### config.mk
export PLATFORM = sky130hd
export DESIGN_NAME = huffman_bit_serial_decoder_top
export DESIGN_NICKNAME = d
export VERILOG_FILES = /design/src/rtl/core/hbsd_pkg.sv /design/src/rtl/core/hbsd_cell.sv /design/src/rtl/core/hbsd_select.sv /design/src/rtl/core/huffman_bit_serial_decoder_top.sv
export SDC_FILE = /design/constraint.sdc
export NUM_CORES = 1
export LEC_CHECK = 0
export BUFFER_PORTS_ARGS = -buffer_cell sky130_fd_sc_hd__buf_2
export CAP_MARGIN = 20
export CORE_ASPECT_RATIO = 0.6
export CORE_MARGIN = 1.5
export CORE_UTILIZATION = 45
export CTS_BUF_LIST = sky130_fd_sc_hd__clkbuf_8
export DETAILED_ROUTE_END_ITERATION = 16
export PLACE_DENSITY = 0.7
export SLEW_MARGIN = 20
export SYNTH_ARGS = -nofsm -noshare
export SYNTH_HDL_FRONTEND = slang
export SYNTH_SLANG_ARGS = --single-unit
### constraint.sdc
create_clock -name clk -period 9.1 [get_ports clk]
set_input_delay 0.455 -clock clk [delete_from_list [all_inputs] [get_ports clk]]
set_output_delay 0.455 -clock clk [all_outputs]
set_load 0.01 [all_outputs]
### src/rtl/core/hbsd_pkg.sv
package hbsd_pkg;

  localparam int CODE_W = 15;
  localparam int LEN_W  = 4;
  localparam int SYM_W  = 8;
  localparam int IDX_W  = 4;
  localparam int CNT_W  = 5;

  localparam logic MODE_LOAD   = 1'b0;
  localparam logic MODE_DECODE = 1'b1;

  localparam logic [CNT_W-1:0] SYMBOLS_IN_USE_RESET = 5'd16;

  typedef struct packed {
    logic             alive;
    logic             hit;
    logic [SYM_W-1:0] symbol;
  } hbsd_cell_status_t;

endpackage

### src/rtl/core/hbsd_cell.sv
module hbsd_cell (
  input  logic                          clk,
  input  logic                          rst_n,
  input  logic                          load_en,
  input  logic [hbsd_pkg::CODE_W-1:0]   load_code,
  input  logic [hbsd_pkg::LEN_W-1:0]    load_length,
  input  logic [hbsd_pkg::SYM_W-1:0]    load_symbol,
  input  logic                          step_en,
  input  logic                          in_use,
  input  logic                          code_bit,
  input  logic [hbsd_pkg::LEN_W-1:0]    bit_pos,
  input  logic                          restart,
  output hbsd_pkg::hbsd_cell_status_t   status
);
  import hbsd_pkg::*;

  logic [CODE_W-1:0] code_r;
  logic [LEN_W-1:0]  length_r;
  logic [SYM_W-1:0]  symbol_r;
  logic              active_r;
  logic              active_nxt;
  logic [LEN_W-1:0]  sel;
  logic              match_ok;

  // The first transmitted bit sits at the top of the codeword.
  assign sel      = length_r - LEN_W'(1) - bit_pos;
  assign match_ok = active_r && in_use && (bit_pos < length_r) && (code_r[sel] == code_bit);

  assign status.alive  = match_ok;
  assign status.hit    = match_ok && ((bit_pos + LEN_W'(1)) == length_r);
  assign status.symbol = symbol_r;

  always_comb begin
    active_nxt = active_r;
    if (step_en) begin
      if (restart) begin
        active_nxt = 1'b1;
      end else if (in_use) begin
        active_nxt = match_ok;
      end
    end
  end

  always_ff @(posedge clk) begin
    if (!rst_n) begin
      active_r <= 1'b1;
    end else begin
      active_r <= active_nxt;
    end
  end

  always_ff @(posedge clk) begin
    if (load_en) begin
      code_r   <= load_code;
      length_r <= load_length;
      symbol_r <= load_symbol;
    end
  end

endmodule

### src/rtl/core/hbsd_select.sv
module hbsd_select #(
  parameter int N = 16
) (
  input  hbsd_pkg::hbsd_cell_status_t  status [N],
  output logic                         found,
  output logic                         any_alive,
  output logic [hbsd_pkg::SYM_W-1:0]   symbol
);
  import hbsd_pkg::*;

  // The lowest index that completes its codeword wins.
  always_comb begin
    found     = 1'b0;
    any_alive = 1'b0;
    symbol    = '0;
    for (int i = N - 1; i >= 0; i--) begin
      if (status[i].alive) begin
        any_alive = 1'b1;
      end
      if (status[i].hit) begin
        found  = 1'b1;
        symbol = status[i].symbol;
      end
    end
  end

endmodule

### src/rtl/core/huffman_bit_serial_decoder_top.sv
// A request is captured in the input register, then its result in the output register.
// Throughput: one request per cycle unless stalled; all entries compare the bit at once.
// Reset (synchronous, rst_n low): valid flags clear, every entry becomes active,
// the bit position returns to zero and symbols_in_use returns to 16.
// Table contents are not reset and are undefined until loaded.
module huffman_bit_serial_decoder_top #(
  parameter int MAX_SYMBOLS = 16
) (
  input  logic                         clk,
  input  logic                         rst_n,
  input  logic                         cfg_wr_en,
  input  logic [hbsd_pkg::CNT_W-1:0]   cfg_wr_data,
  input  logic                         in_valid,
  output logic                         in_stall,
  input  logic                         in_mode,
  input  logic [hbsd_pkg::IDX_W-1:0]   in_entry_index,
  input  logic [hbsd_pkg::CODE_W-1:0]  in_entry_code,
  input  logic [hbsd_pkg::LEN_W-1:0]   in_entry_length,
  input  logic [hbsd_pkg::SYM_W-1:0]   in_entry_symbol,
  input  logic                         in_code_bit,
  output logic                         out_valid,
  input  logic                         out_stall,
  output logic [hbsd_pkg::SYM_W-1:0]   out_symbol,
  output logic                         out_symbol_valid,
  output logic                         out_stream_error
);
  import hbsd_pkg::*;

  logic [CNT_W-1:0]  sym_in_use_r;
  logic              in_v_r;
  logic              in_mode_r;
  logic [IDX_W-1:0]  in_index_r;
  logic [CODE_W-1:0] in_code_r;
  logic [LEN_W-1:0]  in_length_r;
  logic [SYM_W-1:0]  in_symbol_r;
  logic              in_bit_r;

  logic              out_v_r;
  logic [SYM_W-1:0]  out_symbol_r;
  logic              out_symbol_valid_r;
  logic              out_stream_error_r;

  logic [LEN_W-1:0]  bit_pos_r;
  logic [LEN_W-1:0]  bit_pos_nxt;

  logic              advance;
  logic              step_en;
  logic              found;
  logic              any_alive;
  logic              restart;
  logic [SYM_W-1:0]  sel_symbol;

  hbsd_cell_status_t status [MAX_SYMBOLS];

  assign advance  = in_v_r && (!out_v_r || !out_stall);
  assign in_stall = in_v_r && !advance;
  assign step_en  = advance && (in_mode_r == MODE_DECODE);
  assign restart  = found || !any_alive;

  for (genvar i = 0; i < MAX_SYMBOLS; i++) begin : g_cell
    hbsd_cell u_cell (
      .clk         (clk),
      .rst_n       (rst_n),
      .load_en     (advance && (in_mode_r == MODE_LOAD) && (32'(in_index_r) == 32'(i))),
      .load_code   (in_code_r),
      .load_length (in_length_r),
      .load_symbol (in_symbol_r),
      .step_en     (step_en),
      .in_use      (32'(i) < 32'(sym_in_use_r)),
      .code_bit    (in_bit_r),
      .bit_pos     (bit_pos_r),
      .restart     (restart),
      .status      (status[i])
    );
  end

  hbsd_select #(
    .N (MAX_SYMBOLS)
  ) u_select (
    .status    (status),
    .found     (found),
    .any_alive (any_alive),
    .symbol    (sel_symbol)
  );

  always_comb begin
    bit_pos_nxt = bit_pos_r;
    if (step_en) begin
      if (restart) begin
        bit_pos_nxt = '0;
      end else begin
        bit_pos_nxt = bit_pos_r + LEN_W'(1);
      end
    end
  end

  always_ff @(posedge clk) begin
    if (!rst_n) begin
      sym_in_use_r <= SYMBOLS_IN_USE_RESET;
      bit_pos_r    <= '0;
      in_v_r       <= 1'b0;
      out_v_r      <= 1'b0;
    end else begin
      if (cfg_wr_en) begin
        sym_in_use_r <= cfg_wr_data;
      end
      bit_pos_r <= bit_pos_nxt;
      if (!in_stall) begin
        in_v_r <= in_valid;
      end
      if (advance) begin
        out_v_r <= 1'b1;
      end else if (!out_stall) begin
        out_v_r <= 1'b0;
      end
    end
  end

  always_ff @(posedge clk) begin
    if (in_valid && !in_stall) begin
      in_mode_r   <= in_mode;
      in_index_r  <= in_entry_index;
      in_code_r   <= in_entry_code;
      in_length_r <= in_entry_length;
      in_symbol_r <= in_entry_symbol;
      in_bit_r    <= in_code_bit;
    end
    if (advance) begin
      if (in_mode_r == MODE_DECODE) begin
        out_symbol_r       <= found ? sel_symbol : '0;
        out_symbol_valid_r <= found;
        out_stream_error_r <= !found && !any_alive;
      end else begin
        out_symbol_r       <= '0;
        out_symbol_valid_r <= 1'b0;
        out_stream_error_r <= 1'b0;
      end
    end
  end

  assign out_valid        = out_v_r;
  assign out_symbol       = out_symbol_r;
  assign out_symbol_valid = out_symbol_valid_r;
  assign out_stream_error = out_stream_error_r;

`ifndef NO_ASSERTIONS
  a_flags_exclusive : assert property (@(posedge clk) disable iff (!rst_n)
    out_v_r |-> !(out_symbol_valid_r && out_stream_error_r))
    else $error("symbol and stream error flagged together");

  a_symbol_zero : assert property (@(posedge clk) disable iff (!rst_n)
    (out_v_r && !out_symbol_valid_r) |-> (out_symbol_r == '0))
    else $error("symbol not zero without a decoded codeword");

  a_restart_pos : assert property (@(posedge clk) disable iff (!rst_n)
    (step_en && restart) |=> (bit_pos_r == '0))
    else $error("bit position not cleared after restart");

  a_advance_stalled : assert property (@(posedge clk) disable iff (!rst_n)
    (out_v_r && out_stall && !advance) |=> (out_v_r && $stable(out_symbol_r)))
    else $error("stalled result lost");
`endif

endmodule

==> reports/metrics.yaml <==
synth_flop_cell: "edfxtp_1"
clk_pin_slew_ns: 0.07
crit_top_cell: "inv_1"
hp-class: "primary input to register"
clock_latency_ns: 0.65
worstPathArrival_ns: 6.27
first_pass_iters: 5
chipHeight_um: 180
ys_ff_latch: 502
postRouteWirelength_um: 60300
wl_met3_um: 5340
fillCellCount: 4308
highest-signal-layer: "met4"
clkSinkCount: 502
relSlewSlack_pct: 20.7
cp-end-kind: "register"
finalSetupViolations: 0
synth.avg_cell_area_um2: 14.7
ys_seq_area_share_pct: 63.3
hold_path.startpoint: "cfg_wr_data[4]"
fp.dieArea_um2: 53400
numCtsBuffers: 75
maxCapViolCount: 0
worstMarginPinSlew_ns: 1.19
clockBufferDepth: 3
path_buf_inv: 3
seq_area_um2: 14800
finalCritPeriodShare_pct: 63.7
worst_setup_path_start_kind: "register"
post-synth-top-count-cell: "edfxtp_1"
fin_ws_ns: 3.30
drt.antenna.violating_nets: 0
cts-htree-levels: 3
viasPerCell: 5.84
grt_overflow_total: 0
whs_ns: 0.0409
post-route-util_pct: 51.4
drive_gt1_share_pct: 15.3
multi_input_area_um2: 8070
synth_edf_count: 475
r2r_slack_ns: 3.30
place_hpwl_um: 39900
yosys.area.top_type: "edfxtp_1"
crit_path_max_fanout: 30
grtUsageTotal_pct: 22.7
leakage_nw: 9.52
synth.cell_area_um2: 23400
synth_commonest_cells: "edfxtp_1, ha_1, inv_1, nor2_1, o21ai_0"
crit_cells: 15
yosysUniqueCellTypes: 92
synthCells: 1589
grt_pass1_wl_um: 91100
core_area_um2: 51100
area_delta_synth_final_pct: 12.4
start_util_pct: 45.8
rsz0062_at_grt: "no"
cts_root_buffer: "clkbuf_8"
synth_top_area_share_pct: 61.0
fin_tns_setup_ns: 0
netlist_top_cells_area: "edfxtp_1, ha_1, mux4_2, mux2i_1, dfxtp_1"
row_count: 64
slowest_stage: "fa_1"
drt_iter0_markers: 1578
run_status: "completed"
async_flop_share_pct: 0
holdPathEnd: "sym_in_use_r[4]"
worstReg2RegStart: "bit_pos_r[0]"
syn_nets: 1761
p_per_area_nw_per_um2: 174
worstPathCellList: "inv_1, buf_4, ha_1, inv_1, fa_1, mux2_1, or3_1, a311o_1, and3_1, o211ai_2, nand2_1, nor3_1, nand4_4, o21ai_2, o2111ai_1"
die_x_um: 297
vias: 14458
yosysWarnings: 0
path_class: "register to register"
critPathMaxStageDelay_ns: 0.75
vdd_drop_max_mv: 0.168
fmaxAchievable_ghz: 0.172
drc_errors: 0
cts_tree: "yes"
r2r.worst_path.cells: 15
gp_congestion: 0.895
path_delay_family: "compound AO/OA/AOI/OAI gates"
finalCriticalPeriod_ns: 5.80
r2r-end: "g_cell[6].u_cell.active_r"
fin_skew_ns: 0.0489
fin_nets: 1905
hold_viol: 0
wl_met2_um: 25000
portBuffers: 54
antenna_found_initial: 3
top_level_ports: 55
cts_setup_buffers: 0
required_ns: 9.57
dp.cells: 2309
met1_length_um: 28900
grt_pass1_vias: 14446
grt_max_degree: 34
pre_cts_ws_ns: 3.42
min_path_cells: 3
instances_no_fill: 2476
drv_slew: 0
wl_per_cell_um: 24.4
## report_power, final
group          internal [mW]  switching (mW)  leakage, nW
clock network          0.842           0.860        0.789
logic                  0.106           0.148         4.21
registers               2.55          0.0642         4.53
## worst min-delay path, stage by stage
cell,delay (ns)
buf_2,0.07
mux2i_1,0.05
nand2_1,0.06
## cells in the final DEF (no fill, tap or decap), drive strengths merged, types with 36 or more instances in the layout
cell    instances
inv           112
buf            85
xnor2          47
nand3          44
ha            113
edfxtp        475
a21oi          36
clkbuf         81
mux2i          63
o21ai          67
nor2           71
nand2          50
mux4           38
## how the worst max path moves through the flow
stage                 start                   endpoint
2_1_floorplan  bit_pos_r[1]              out_symbol[1]
3_3_place_gp   bit_pos_r[0]  g_cell[6].u_cell.active_r
3_5_place_dp   bit_pos_r[0]  g_cell[8].u_cell.active_r
6_report       bit_pos_r[0]  g_cell[6].u_cell.active_r
4_1_cts        bit_pos_r[0]  g_cell[2].u_cell.active_r
5_1_grt        bit_pos_r[0]  g_cell[6].u_cell.active_r
## cell type report
class	instances	share of cell area (%)
tap	693	3.30
multi-input combinational	951	30.7
inverter	84	1.20
clock inverter	45	0.786
antenna	1	0.00953
sequential	502	56.4
timing repair buffer	119	3.37
clock buffer	81	4.24
## per-stage QoR
stage          total power, mW  area, um^2
2_1_floorplan             2.79       23400
3_3_place_gp              2.89       24500
3_5_place_dp              2.90       24500
4_1_cts                   4.60       26200
5_1_grt                   4.73       26300
6_report                  4.57       26300
## metal layers
| layer | vias to the layer above | global-route usage [%] |
|---|---|---|
| met2 | 683 | 31.7 |
| li1 | 6439 | - |
| met5 | - | 0 |
| met1 | 7251 | 35.8 |
| met4 | 0 | 6.33 |
| met3 | 85 | 4.39 |
## flip-flops by register name (all words and copies together) (netlist names), 5 cells and up
name,cells
sym_in_use_r,5
g_cell.u_cell.length_r,64
g_cell.u_cell.symbol_r,128
g_cell.u_cell.active_r,16
g_cell.u_cell.code_r,240
out_symbol,8
in_symbol_r,8
in_code_r,15
## kinds of logic (layout without fill, tap and decap cells)
kind of cell,Yosys count,after routing,synth area share (%)
AOI/OAI and AO/OA,280,280,8.65
other,0,1,0
buffers and inverters,136,329,2.40
adders and majority gates,129,129,7.42
DFF,502,502,63.3
muxes,106,106,6.60
and+or+nand+nor,360,360,8.52
xor gates and xnor gates,76,76,3.08
## timing repair
action	in CTS	in global routing
hold buffers	34	0
endpoints found under the hold margin	34	0
resized for setup	0	0
No activity file was read; power rests on OpenSTA's default activity.
